<file path="config.mk">
export PLATFORM = sky130hd
export DESIGN_NAME = rgb_led_bit_encoder
export DESIGN_NICKNAME = d
export VERILOG_FILES = /design/src/rgbled_pkg.sv /design/src/rgb_led_bit_encoder.sv
export SDC_FILE = /design/constraint.sdc
export NUM_CORES = 1
export LEC_CHECK = 0
export ABC_CLOCK_PERIOD_IN_PS = 11100
export BUFFER_PORTS_ARGS = -buffer_cell sky130_fd_sc_hd__buf_2
export CORE_MARGIN = 2
export CORE_UTILIZATION = 50
export CTS_BUF_LIST = sky130_fd_sc_hd__clkbuf_8 sky130_fd_sc_hd__clkbuf_16
export DETAILED_ROUTE_END_ITERATION = 10
export GPL_TIMING_DRIVEN = 0
export PLACE_DENSITY = 0.68
export SLEW_MARGIN = 20
export SYNTH_ARGS = -nofsm -noshare
export SYNTH_HDL_FRONTEND = slang
export SYNTH_SLANG_ARGS = --single-unit
</file>
<file path="constraint.sdc">
create_clock -name clock -period 11.1 [get_ports clock]
set_clock_uncertainty 0.15 [all_clocks]
set_input_delay 2.775 -clock clock [delete_from_list [all_inputs] [get_ports clock]]
set_output_delay 2.775 -clock clock [all_outputs]
set_load 0.02 [all_outputs]
</file>
<file path="src/rgbled_pkg.sv">
// Package for the RGB LED bit encoder: transaction structs, register indexes,
// the basic color table and the channel scaling function.
// Has no dependencies.
package rgbled_pkg;

   localparam int BitsPerWord = 24;
   localparam int CountWidth = $clog2(BitsPerWord);
   localparam int CsrIndexWidth = 8;

   localparam logic [CsrIndexWidth-1:0] CSR_ONE_HIGH_TICKS = 8'd0;
   localparam logic [CsrIndexWidth-1:0] CSR_ONE_LOW_TICKS = 8'd1;
   localparam logic [CsrIndexWidth-1:0] CSR_ZERO_HIGH_TICKS = 8'd2;
   localparam logic [CsrIndexWidth-1:0] CSR_ZERO_LOW_TICKS = 8'd3;

   localparam logic [7:0] ONE_HIGH_RESET = 8'd4;
   localparam logic [7:0] ONE_LOW_RESET = 8'd3;
   localparam logic [7:0] ZERO_HIGH_RESET = 8'd1;
   localparam logic [7:0] ZERO_LOW_RESET = 8'd6;

   typedef struct packed {
      logic [2:0] color_index;
      logic [7:0] brightness;
   } req_type;

   typedef struct packed {
      logic       bit_value;
      logic [7:0] high_ticks;
      logic [7:0] low_ticks;
      logic       last_bit;
   } rsp_type;

   typedef struct packed {
      logic [1:0] red;
      logic [1:0] green;
      logic [1:0] blue;
      logic [1:0] divider;
   } color_entry_type;

   localparam color_entry_type ColorTable [8] = '{
      '{red: 2'd1, green: 2'd0, blue: 2'd0, divider: 2'd1},
      '{red: 2'd0, green: 2'd1, blue: 2'd0, divider: 2'd1},
      '{red: 2'd0, green: 2'd0, blue: 2'd1, divider: 2'd1},
      '{red: 2'd1, green: 2'd1, blue: 2'd1, divider: 2'd1},
      '{red: 2'd0, green: 2'd1, blue: 2'd1, divider: 2'd1},
      '{red: 2'd1, green: 2'd1, blue: 2'd0, divider: 2'd1},
      '{red: 2'd1, green: 2'd1, blue: 2'd2, divider: 2'd2},
      '{red: 2'd2, green: 2'd1, blue: 2'd1, divider: 2'd2}
   };

   // The divider is always one or two, so the division is a shift.
   function automatic logic [7:0] scale_channel(logic [1:0] weight, logic [1:0] divider,
                                                logic [7:0] level);
      logic [9:0] product;
      logic [9:0] quotient;
      product = 10'(weight) * 10'(level);
      quotient = (divider == 2'd2) ? (product >> 1) : product;
      return (quotient > 10'd255) ? 8'hFF : quotient[7:0];
   endfunction

   // The word is sent green, red, blue, most significant bit first.
   function automatic logic [BitsPerWord-1:0] color_word(req_type req);
      color_entry_type entry;
      entry = ColorTable[req.color_index];
      return {scale_channel(entry.green, entry.divider, req.brightness),
              scale_channel(entry.red, entry.divider, req.brightness),
              scale_channel(entry.blue, entry.divider, req.brightness)};
   endfunction

endpackage

</file>
<file path="src/rgb_led_bit_encoder.sv">
// Top level of the RGB LED bit encoder: a one-deep command buffer, the bit
// shifter, the timing registers and the result register.
// Depends on rgbled_pkg.
//
// A command transaction (color index and brightness) is taken at a rising
// edge with start high and busy low. The color word is formed at once and
// held in a one-entry buffer; busy is high while that buffer is full.
// The shifter takes the buffered word when it is empty or on its last bit,
// so words follow each other with no gap. Each word gives 24 result
// transactions, green, red, blue, most significant bit first, one per
// cycle on rsp with rsp_valid high; last_bit marks the 24th.
// When the shifter is idle, a taken command passes through the buffer and
// the shifter to the result register. The buffer takes a new command while
// the shifter is still sending the previous word, one bit per cycle.
// The receiver cannot stall: every result is shown for exactly one cycle.
// Timing registers are written on the csr channel, which is always ready;
// writes to unknown indexes are dropped. Reset empties the buffer and the
// shifter and loads the default pulse lengths.
module rgb_led_bit_encoder
   import rgbled_pkg::*;
(
   input  logic                     clock,
   input  logic                     reset,
   input  logic                     start,
   output logic                     busy,
   input  req_type                  req,
   output logic                     rsp_valid,
   output rsp_type                  rsp,
   input  logic                     csr_valid,
   output logic                     csr_ready,
   input  logic [CsrIndexWidth-1:0] csr_index,
   input  logic [7:0]               csr_data
);

   logic [7:0] one_high_ff, one_low_ff, zero_high_ff, zero_low_ff;
   logic [7:0] one_high_in, one_low_in, zero_high_in, zero_low_in;

   logic                   pend_valid_ff, pend_valid_in;
   logic [BitsPerWord-1:0] pend_word_ff, pend_word_in;

   logic                   sh_active_ff, sh_active_in;
   logic [BitsPerWord-1:0] sh_word_ff, sh_word_in;
   logic [CountWidth-1:0]  sh_count_ff, sh_count_in;

   logic    rsp_valid_ff, rsp_valid_in;
   rsp_type rsp_ff, rsp_in;

   logic accept;
   logic sh_last;
   logic sh_free;
   logic cur_bit;

   assign csr_ready = 1'b1;
   assign busy = pend_valid_ff;
   assign accept = start && !pend_valid_ff;
   assign sh_last = sh_active_ff && (sh_count_ff == CountWidth'(BitsPerWord - 1));
   assign sh_free = !sh_active_ff || sh_last;
   assign cur_bit = sh_word_ff[BitsPerWord-1];

   always_comb begin
      one_high_in = one_high_ff;
      one_low_in = one_low_ff;
      zero_high_in = zero_high_ff;
      zero_low_in = zero_low_ff;
      if (csr_valid) begin
         unique case (csr_index)
            CSR_ONE_HIGH_TICKS:  one_high_in = csr_data;
            CSR_ONE_LOW_TICKS:   one_low_in = csr_data;
            CSR_ZERO_HIGH_TICKS: zero_high_in = csr_data;
            CSR_ZERO_LOW_TICKS:  zero_low_in = csr_data;
            default: ;
         endcase
      end
   end

   always_comb begin
      pend_valid_in = pend_valid_ff;
      pend_word_in = pend_word_ff;
      sh_active_in = sh_active_ff;
      sh_word_in = sh_word_ff;
      sh_count_in = sh_count_ff;

      if (sh_active_ff) begin
         sh_word_in = {sh_word_ff[BitsPerWord-2:0], 1'b0};
         sh_count_in = sh_count_ff + CountWidth'(1);
      end
      if (sh_last) begin
         sh_active_in = 1'b0;
      end
      if (sh_free && pend_valid_ff) begin
         sh_active_in = 1'b1;
         sh_word_in = pend_word_ff;
         sh_count_in = '0;
         pend_valid_in = 1'b0;
      end
      if (accept) begin
         pend_valid_in = 1'b1;
         pend_word_in = color_word(req);
      end

      rsp_valid_in = sh_active_ff;
      rsp_in.bit_value = cur_bit;
      rsp_in.high_ticks = cur_bit ? one_high_ff : zero_high_ff;
      rsp_in.low_ticks = cur_bit ? one_low_ff : zero_low_ff;
      rsp_in.last_bit = sh_last;
   end

   always_ff @(posedge clock) begin
      if (reset) begin
         one_high_ff <= ONE_HIGH_RESET;
         one_low_ff <= ONE_LOW_RESET;
         zero_high_ff <= ZERO_HIGH_RESET;
         zero_low_ff <= ZERO_LOW_RESET;
         pend_valid_ff <= 1'b0;
         sh_active_ff <= 1'b0;
         sh_count_ff <= '0;
         rsp_valid_ff <= 1'b0;
      end else begin
         one_high_ff <= one_high_in;
         one_low_ff <= one_low_in;
         zero_high_ff <= zero_high_in;
         zero_low_ff <= zero_low_in;
         pend_valid_ff <= pend_valid_in;
         sh_active_ff <= sh_active_in;
         sh_count_ff <= sh_count_in;
         rsp_valid_ff <= rsp_valid_in;
      end
   end

   always_ff @(posedge clock) begin
      pend_word_ff <= pend_word_in;
      sh_word_ff <= sh_word_in;
      rsp_ff <= rsp_in;
   end

   assign rsp_valid = rsp_valid_ff;
   assign rsp = rsp_ff;

endmodule
</file>
# Word level (Yosys, flattened, before mapping)
# Memory sizes are Yosys's and may differ from the RTL's.
# Cells that the tools add are included.
dict set report totals {
  in_bits 31
  elab_cells 59
  mem_count 1
  regBits 106
  romBits 64
}
# memory depth width read_ports rd_clocked_by_memory_dff write_ports line_no
set mem_list {}
lappend mem_list {{(name not given)} 8 8 1 0 0 rgbled_pkg.sv:63} ;# entry = ColorTable[req.color_index];
dict set report op_classes {
  n_mux 13
  add_sub_neg 1
  eq_ne 5
  n_lt_le_gt_ge 4
  n_bitwise 1
  multipliers 3
  reduce_logical 15
}
# op n
set ops {}
lappend ops {{$mux 24} 2}
lappend ops {{$mux 8} 4}
lappend ops {{$gt 10x8->1 const B} 3}
lappend ops {{$mul 2x8->10} 3}
lappend ops {{$mux 10} 3}
lappend ops {{$eq 8x2->1 const B} 2}
lappend ops {{$eq 8x1->1 const B} 1}
lappend ops {{$logic_not 8->1} 1}
lappend ops {{$reduce_and 2->1} 4}
lappend ops {{$reduce_bool 2->1} 3}
lappend ops {{$add 5x1->5 const B} 1}
lappend ops {{$eq 5x5->1 const B} 1}
lappend ops {{$ge 4x4->1 const B} 1}
lappend ops {{$mux 1} 4}
lappend ops {{$not 3->4} 1}
lappend ops {{$logic_and 1x1->1} 3}
lappend ops {{$eq 2x2->1 const B} 1}
lappend ops {{$logic_not 1->1} 2}
lappend ops {{$reduce_or 2->1} 1}
lappend ops {{$logic_or 1x1->1} 1}

# Logic depth before layout (Yosys ltp)
dict set report logic_depth {
  word_depth 7
  depth_mapped 13
  ltp_nobuf 13
}

# Worst setup path after synthesis
# No wires, ideal clock.
dict set report synth_path {
  path_kind {input-to-reg}
  from {input port req[8] (netlist bit)}
  to {register pend_word_ff[7], data pin}
  arrival_time_ns 5.406
  setup_ns 0.262
  cell_stages 12
  required_ns 10.688
  path_buffers 0
  path_slack_ns 5.281
  cell_sequence {inv_1 ha_1 mux2i_1 nor2b_1 ha_1 fa_1 a211oi_1 o21a_1 nor2_1 o21ai_1 o21ai_0 or2_2}
}
dict set report synth_via {
  elab_chain_len 7
  word_cells_on_any_way 8
}
# item line_no
set synth_lines {}
lappend synth_lines {{start: declaration} rgb_led_bit_encoder.sv:26} ;# input req_type req,
lappend synth_lines {{$not 3->4 (implied by the code) (*)} rgbled_pkg.sv:63}
lappend synth_lines {{$mem_v2 8x8 (*)} --}
lappend synth_lines {{$mux 8 (implied by the code) (*) (2 in series)} rgbled_pkg.sv:63}
lappend synth_lines {{$mul 2x8->10 / $eq 2x2->1 (equally long branches)} {rgbled_pkg.sv:55, rgbled_pkg.sv:56}}
lappend synth_lines {{$mux 10 (*)} rgbled_pkg.sv:56} ;# quotient = (divider == 2'd2) ? (product >> 1) : product;
lappend synth_lines {{$gt 10x8->1} rgbled_pkg.sv:57} ;# return (quotient > 10'd255) ? 8'hFF : quotient[7:0];
lappend synth_lines {{end signal: assignment} rgb_led_bit_encoder.sv:131} ;# pend_word_ff <= pend_word_in;
lappend synth_lines {{end: declaration} rgb_led_bit_encoder.sv:39} ;# logic [BitsPerWord-1:0] pend_word_ff, pend_word_in;
# Every way passes the cells marked *; elsewhere a longest branch is shown, timed or not. The select of a mux whose other input is x is not followed.
# A chain may end at the register's enable or synchronous reset.

# Worst setup path in the final report
# Ends and elaborated chain as after synthesis.

==> qor_table.md <==
| Result | Value | Unit |
| --- | --- | --- |
| Run status | finished, final reports clean | - |
| Die width | 105 | microns |
| Effective utilization at floorplan | 51.7 | % |
| Total Routed Length | 9.42 | mm |
| Count of buffers from port buffering | 49 | - |
| Number of nets in the final layout | 573 | - |
| Transition at the pin with the smallest max-transition slack | 674 | ps |
| Dominant cell by count in the synthesized netlist | sky130_fd_sc_hd__dfxtp_1 | - |
| Type of destination of the critical path | register | - |
| Worst skew pair latency | 360 | ps |
| Largest stage delay on the critical path | 570 | ps |
| # IOs | 52 | - |
| Synth Cell Area | 5050 | sq um |
| Arr. time, crit path | 6050 | ps |
| Remaining antenna violation count | 0 | - |
| Total via count after detailed routing | 3466 | - |
| Most used cell along the critical path | sky130_fd_sc_hd__ha_1 | - |
| Total power of the final layout | 0.787 | mW |
| Global-route usage over all layers | 18.1 | % |
| Cell type contributing the most total cell area after synthesis | sky130_fd_sc_hd__edfxtp_1 | - |
| Post-Synthesis Mean Instance Area | 10.9 | sq um |
| Part of the Yosys area used for sequential elements | 51.5 | % |
| Iteration-0 DRC count of the detailed router | 174 | - |
| Post-CTS Setup Bufs | 0 | - |
| CTS root buffer | sky130_fd_sc_hd__clkbuf_8 | - |
| Worst flop-to-flop path endpoint | sh_word_ff[7] | - |
| Min-Delay Path Depth | 0 | - |
| Floorplan die area | 10900 | sq um |
| Maximum number of pins on one net before global-route repair | 25 | - |
| Final HPWL DP | 7.08 | mm |
| Hold Path Sink | rsp[17] | - |
| Path type of the worst setup path | primary input to register | - |
| Number of instances in the synthesized netlist | 462 | - |
| Power density relative to cell area | 139 | nW/um^2 |
| Initial antenna violation count | 0 | - |
| Setup-failing EPs final | 0 | - |
| Clk sinks | 106 | - |
| Clock-pin slew on the worst setup and hold paths | 100 | ps |
| Total clock buffers created by CTS | 9 | - |
| Chip Height | 105 | microns |
| Clock tree buffer depth | 2 | - |
| Worst-path cell chain | buf_2 -> inv_1 -> ha_1 -> mux2i_1 -> nor2b_1 -> ha_1 -> fa_1 -> a211oi_1 -> o21a_1 -> nor2_1 -> o21ai_1 -> o21ai_0 -> or2_2 | - |
| Count of unique library cells instantiated by Yosys | 51 | - |
| GPL Wtd Cong | 0.829 | - |
| Row count | 36 | - |
| Worst min-delay path category | register to register | - |
| Fin. max-slew vios | 0 | - |
| Total buffers and inverters traversed by the critical path | 2 | - |
| Dominant delay contributor by cell family on the critical path | adder cells | - |
| Sum Neg Setup Slack | 0 | ps |
| Post-Place Worst Slack | 4670 | ps |
| Reg2reg path depth | 7 | - |
| Post-Synthesis Net Count | 512 | - |
| Final critical-path setup slack | 5010 | ps |
| F_max | 164 | MHz |
| P&R area growth vs syn | 12.3 | % |
| Final min period | 6090 | ps |
| Crit path max fanout | 8 | - |
| Most common library cells after synthesis | 58 x sky130_fd_sc_hd__dfxtp_1, 54 x sky130_fd_sc_hd__nand2_1, 48 x sky130_fd_sc_hd__edfxtp_1, 44 x sky130_fd_sc_hd__mux2_2, 39 x sky130_fd_sc_hd__nor2_1 | - |
| Leakage power total | 2.31 | nW |
| Post-CTS Hold Buffers | 0 | - |
| Worst rel slew slack | 53.8 | % |
| Clock tree from TritonCTS | built | - |
| Share of the clock period used by the worst path | 54.8 | % |
| Proportion of netlist area held by the largest area contributor | 28.5 | % |
| Final-report hold violation count | 0 | - |
| Standard cell core area | 9770 | sq um |
| Min-Delay Startpoint | sh_word_ff[23] | - |
| Vias in the first global route | 3329 | - |
| RSZ-0062 raised after global routing | no | - |
| Max cap viols | 0 | - |
| Flip-flop and latch count after synthesis | 106 | - |
| Predominant post-synthesis flop cell | sky130_fd_sc_hd__dfxtp_1 | - |
| DRC errors left | 0 | - |
| Number of antenna cells inserted | 0 | - |
| # H-tree levels | 3 | - |
| Smallest hold slack | 246 | ps |
| Number of resized instances in the post-cts repair step | 0 | - |
| Congestion Overflow GR | 0 | - |
| Average wire per standard cell | 14.3 | microns |
| Element type at the critical path start | primary input | - |
| Share of synthesized flip-flops with an asynchronous set or reset | 0 | % |
| Required time reported for the critical path endpoint | 11060 | ps |
| First-pass GRT wire length | 16.1 | mm |
| Origin of the critical flop-to-flop path | sh_count_ff[0] | - |
| Total of warnings raised by yosys | 0 | - |
| Peak VDD IR | 0.0686 | mV |
| Layout cells sized above 1 | 24.6 | % |
| Register-to-register path setup slack | 8760 | ps |
| Synth area leaders | sky130_fd_sc_hd__edfxtp_1 29%, sky130_fd_sc_hd__dfxtp_1 23%, sky130_fd_sc_hd__mux2_2 9.8% | - |
| Number of iterations in the first detailed-routing pass | 4 | - |
| EDFF count, synth | 48 | - |
| Via density per instance | 5.24 | - |
| Crit path max-delay cell type | sky130_fd_sc_hd__mux2i_1 | - |
==> area by class of cell <==
type	count	area, sq um
fillers	842	4100
flip-flops and latches	106	2600
multi-input cells	329	2330
repair buffers	50	256
well taps	133	166
clock buffers	10	149
plain buffers	21	103
clock inverters	6	47.5
inverters	6	22.5
==> sequential cells by signal, indices dropped and copies added, names as in the netlist <==
register / cells
one_low_ff: 8
pend_word_ff: 24
rsp_valid_in: 1
zero_high_ff: 8
one_high_ff: 8
rsp: 18
zero_low_ff: 8
rsp_valid: 1
sh_word_ff: 24
sh_count_ff: 5
busy: 1
==> worst max path at each step <==
stage | start | end | slack, ps | depth (start not counted)
detailed placement | req[8] | pend_word_ff[7] | 4670 | 13
floorplan | req[8] | pend_word_ff[7] | 5280 | 12
global placement | req[8] | pend_word_ff[7] | 4710 | 13
global route | req[10] | pend_word_ff[7] | 4740 | 12
CTS | req[8] | pend_word_ff[7] | 5060 | 13
finish | req[8] | pend_word_ff[7] | 5010 | 13
==> logic make-up after synthesis <==
| logic type | after synthesis | synth area share, % |
|---|---|---|
| other | 1 | 0.0742 |
| AO/OA/AOI/OAI | 83 | 10.7 |
| adder cells (fa/ha/maj) | 19 | 5.00 |
| buffers and inverters | 27 | 2.48 |
| AND/OR/NAND/NOR | 153 | 15.0 |
| flip-flops | 106 | 51.5 |
| XOR/XNOR | 14 | 2.43 |
| multiplexers | 59 | 12.8 |
==> metal layers <==
| layer | part of all wire [%] | wire length (microns) | track usage (%) |
|---|---|---|---|
| met3 | 3.6 | 338 | 3.49 |
| met2 | 48 | 4510 | 29.9 |
| met5 | 0 | 0 | 0 |
| met1 | 47 | 4450 | 24.3 |
| met4 | 1.3 | 124 | 5.41 |
==> layout by cell type, fill, tap and decap left out, types with 7 or more instances in the layout <==
| cell type | synthesis | layout |
|---|---|---|
| sky130_fd_sc_hd__dfxtp_1 | 58 | 58 |
| sky130_fd_sc_hd__nand2_1 | 54 | 54 |
| sky130_fd_sc_hd__buf_2 | 4 | 53 |
| sky130_fd_sc_hd__edfxtp_1 | 48 | 48 |
| sky130_fd_sc_hd__mux2_2 | 44 | 44 |
| sky130_fd_sc_hd__nor2_1 | 39 | 39 |
| sky130_fd_sc_hd__a21oi_1 | 24 | 24 |
| sky130_fd_sc_hd__o21ai_0 | 19 | 19 |
| sky130_fd_sc_hd__ha_1 | 17 | 17 |
| sky130_fd_sc_hd__and3_1 | 15 | 15 |
| sky130_fd_sc_hd__mux2i_1 | 15 | 15 |
| sky130_fd_sc_hd__clkbuf_1 | 14 | 14 |
| sky130_fd_sc_hd__and2_1 | 10 | 10 |
| sky130_fd_sc_hd__nor2b_1 | 11 | 10 |
| sky130_fd_sc_hd__clkbuf_8 | 0 | 9 |
| sky130_fd_sc_hd__xor2_1 | 8 | 8 |
| sky130_fd_sc_hd__inv_1 | 6 | 7 |
==> stage by stage <==
step | instances | utilization, % | cell area, sq um
finish | 661 | 58.1 | 5680
global route | 661 | 58.1 | 5680
CTS | 661 | 58.1 | 5680
detailed placement | 645 | 56.1 | 5480
global placement | 644 | 55.9 | 5470
floorplan | 462 | - | 5050
==> where the power goes <==
group          internal (mW)  switching (mW)  leakage [nW]
Sequential             0.441         0.00739         0.937
Combinational         0.0496          0.0620          1.27
Clock                 0.0977           0.129         0.104
Total                  0.589           0.198          2.31
No activity file was read; power rests on OpenSTA's default activity.
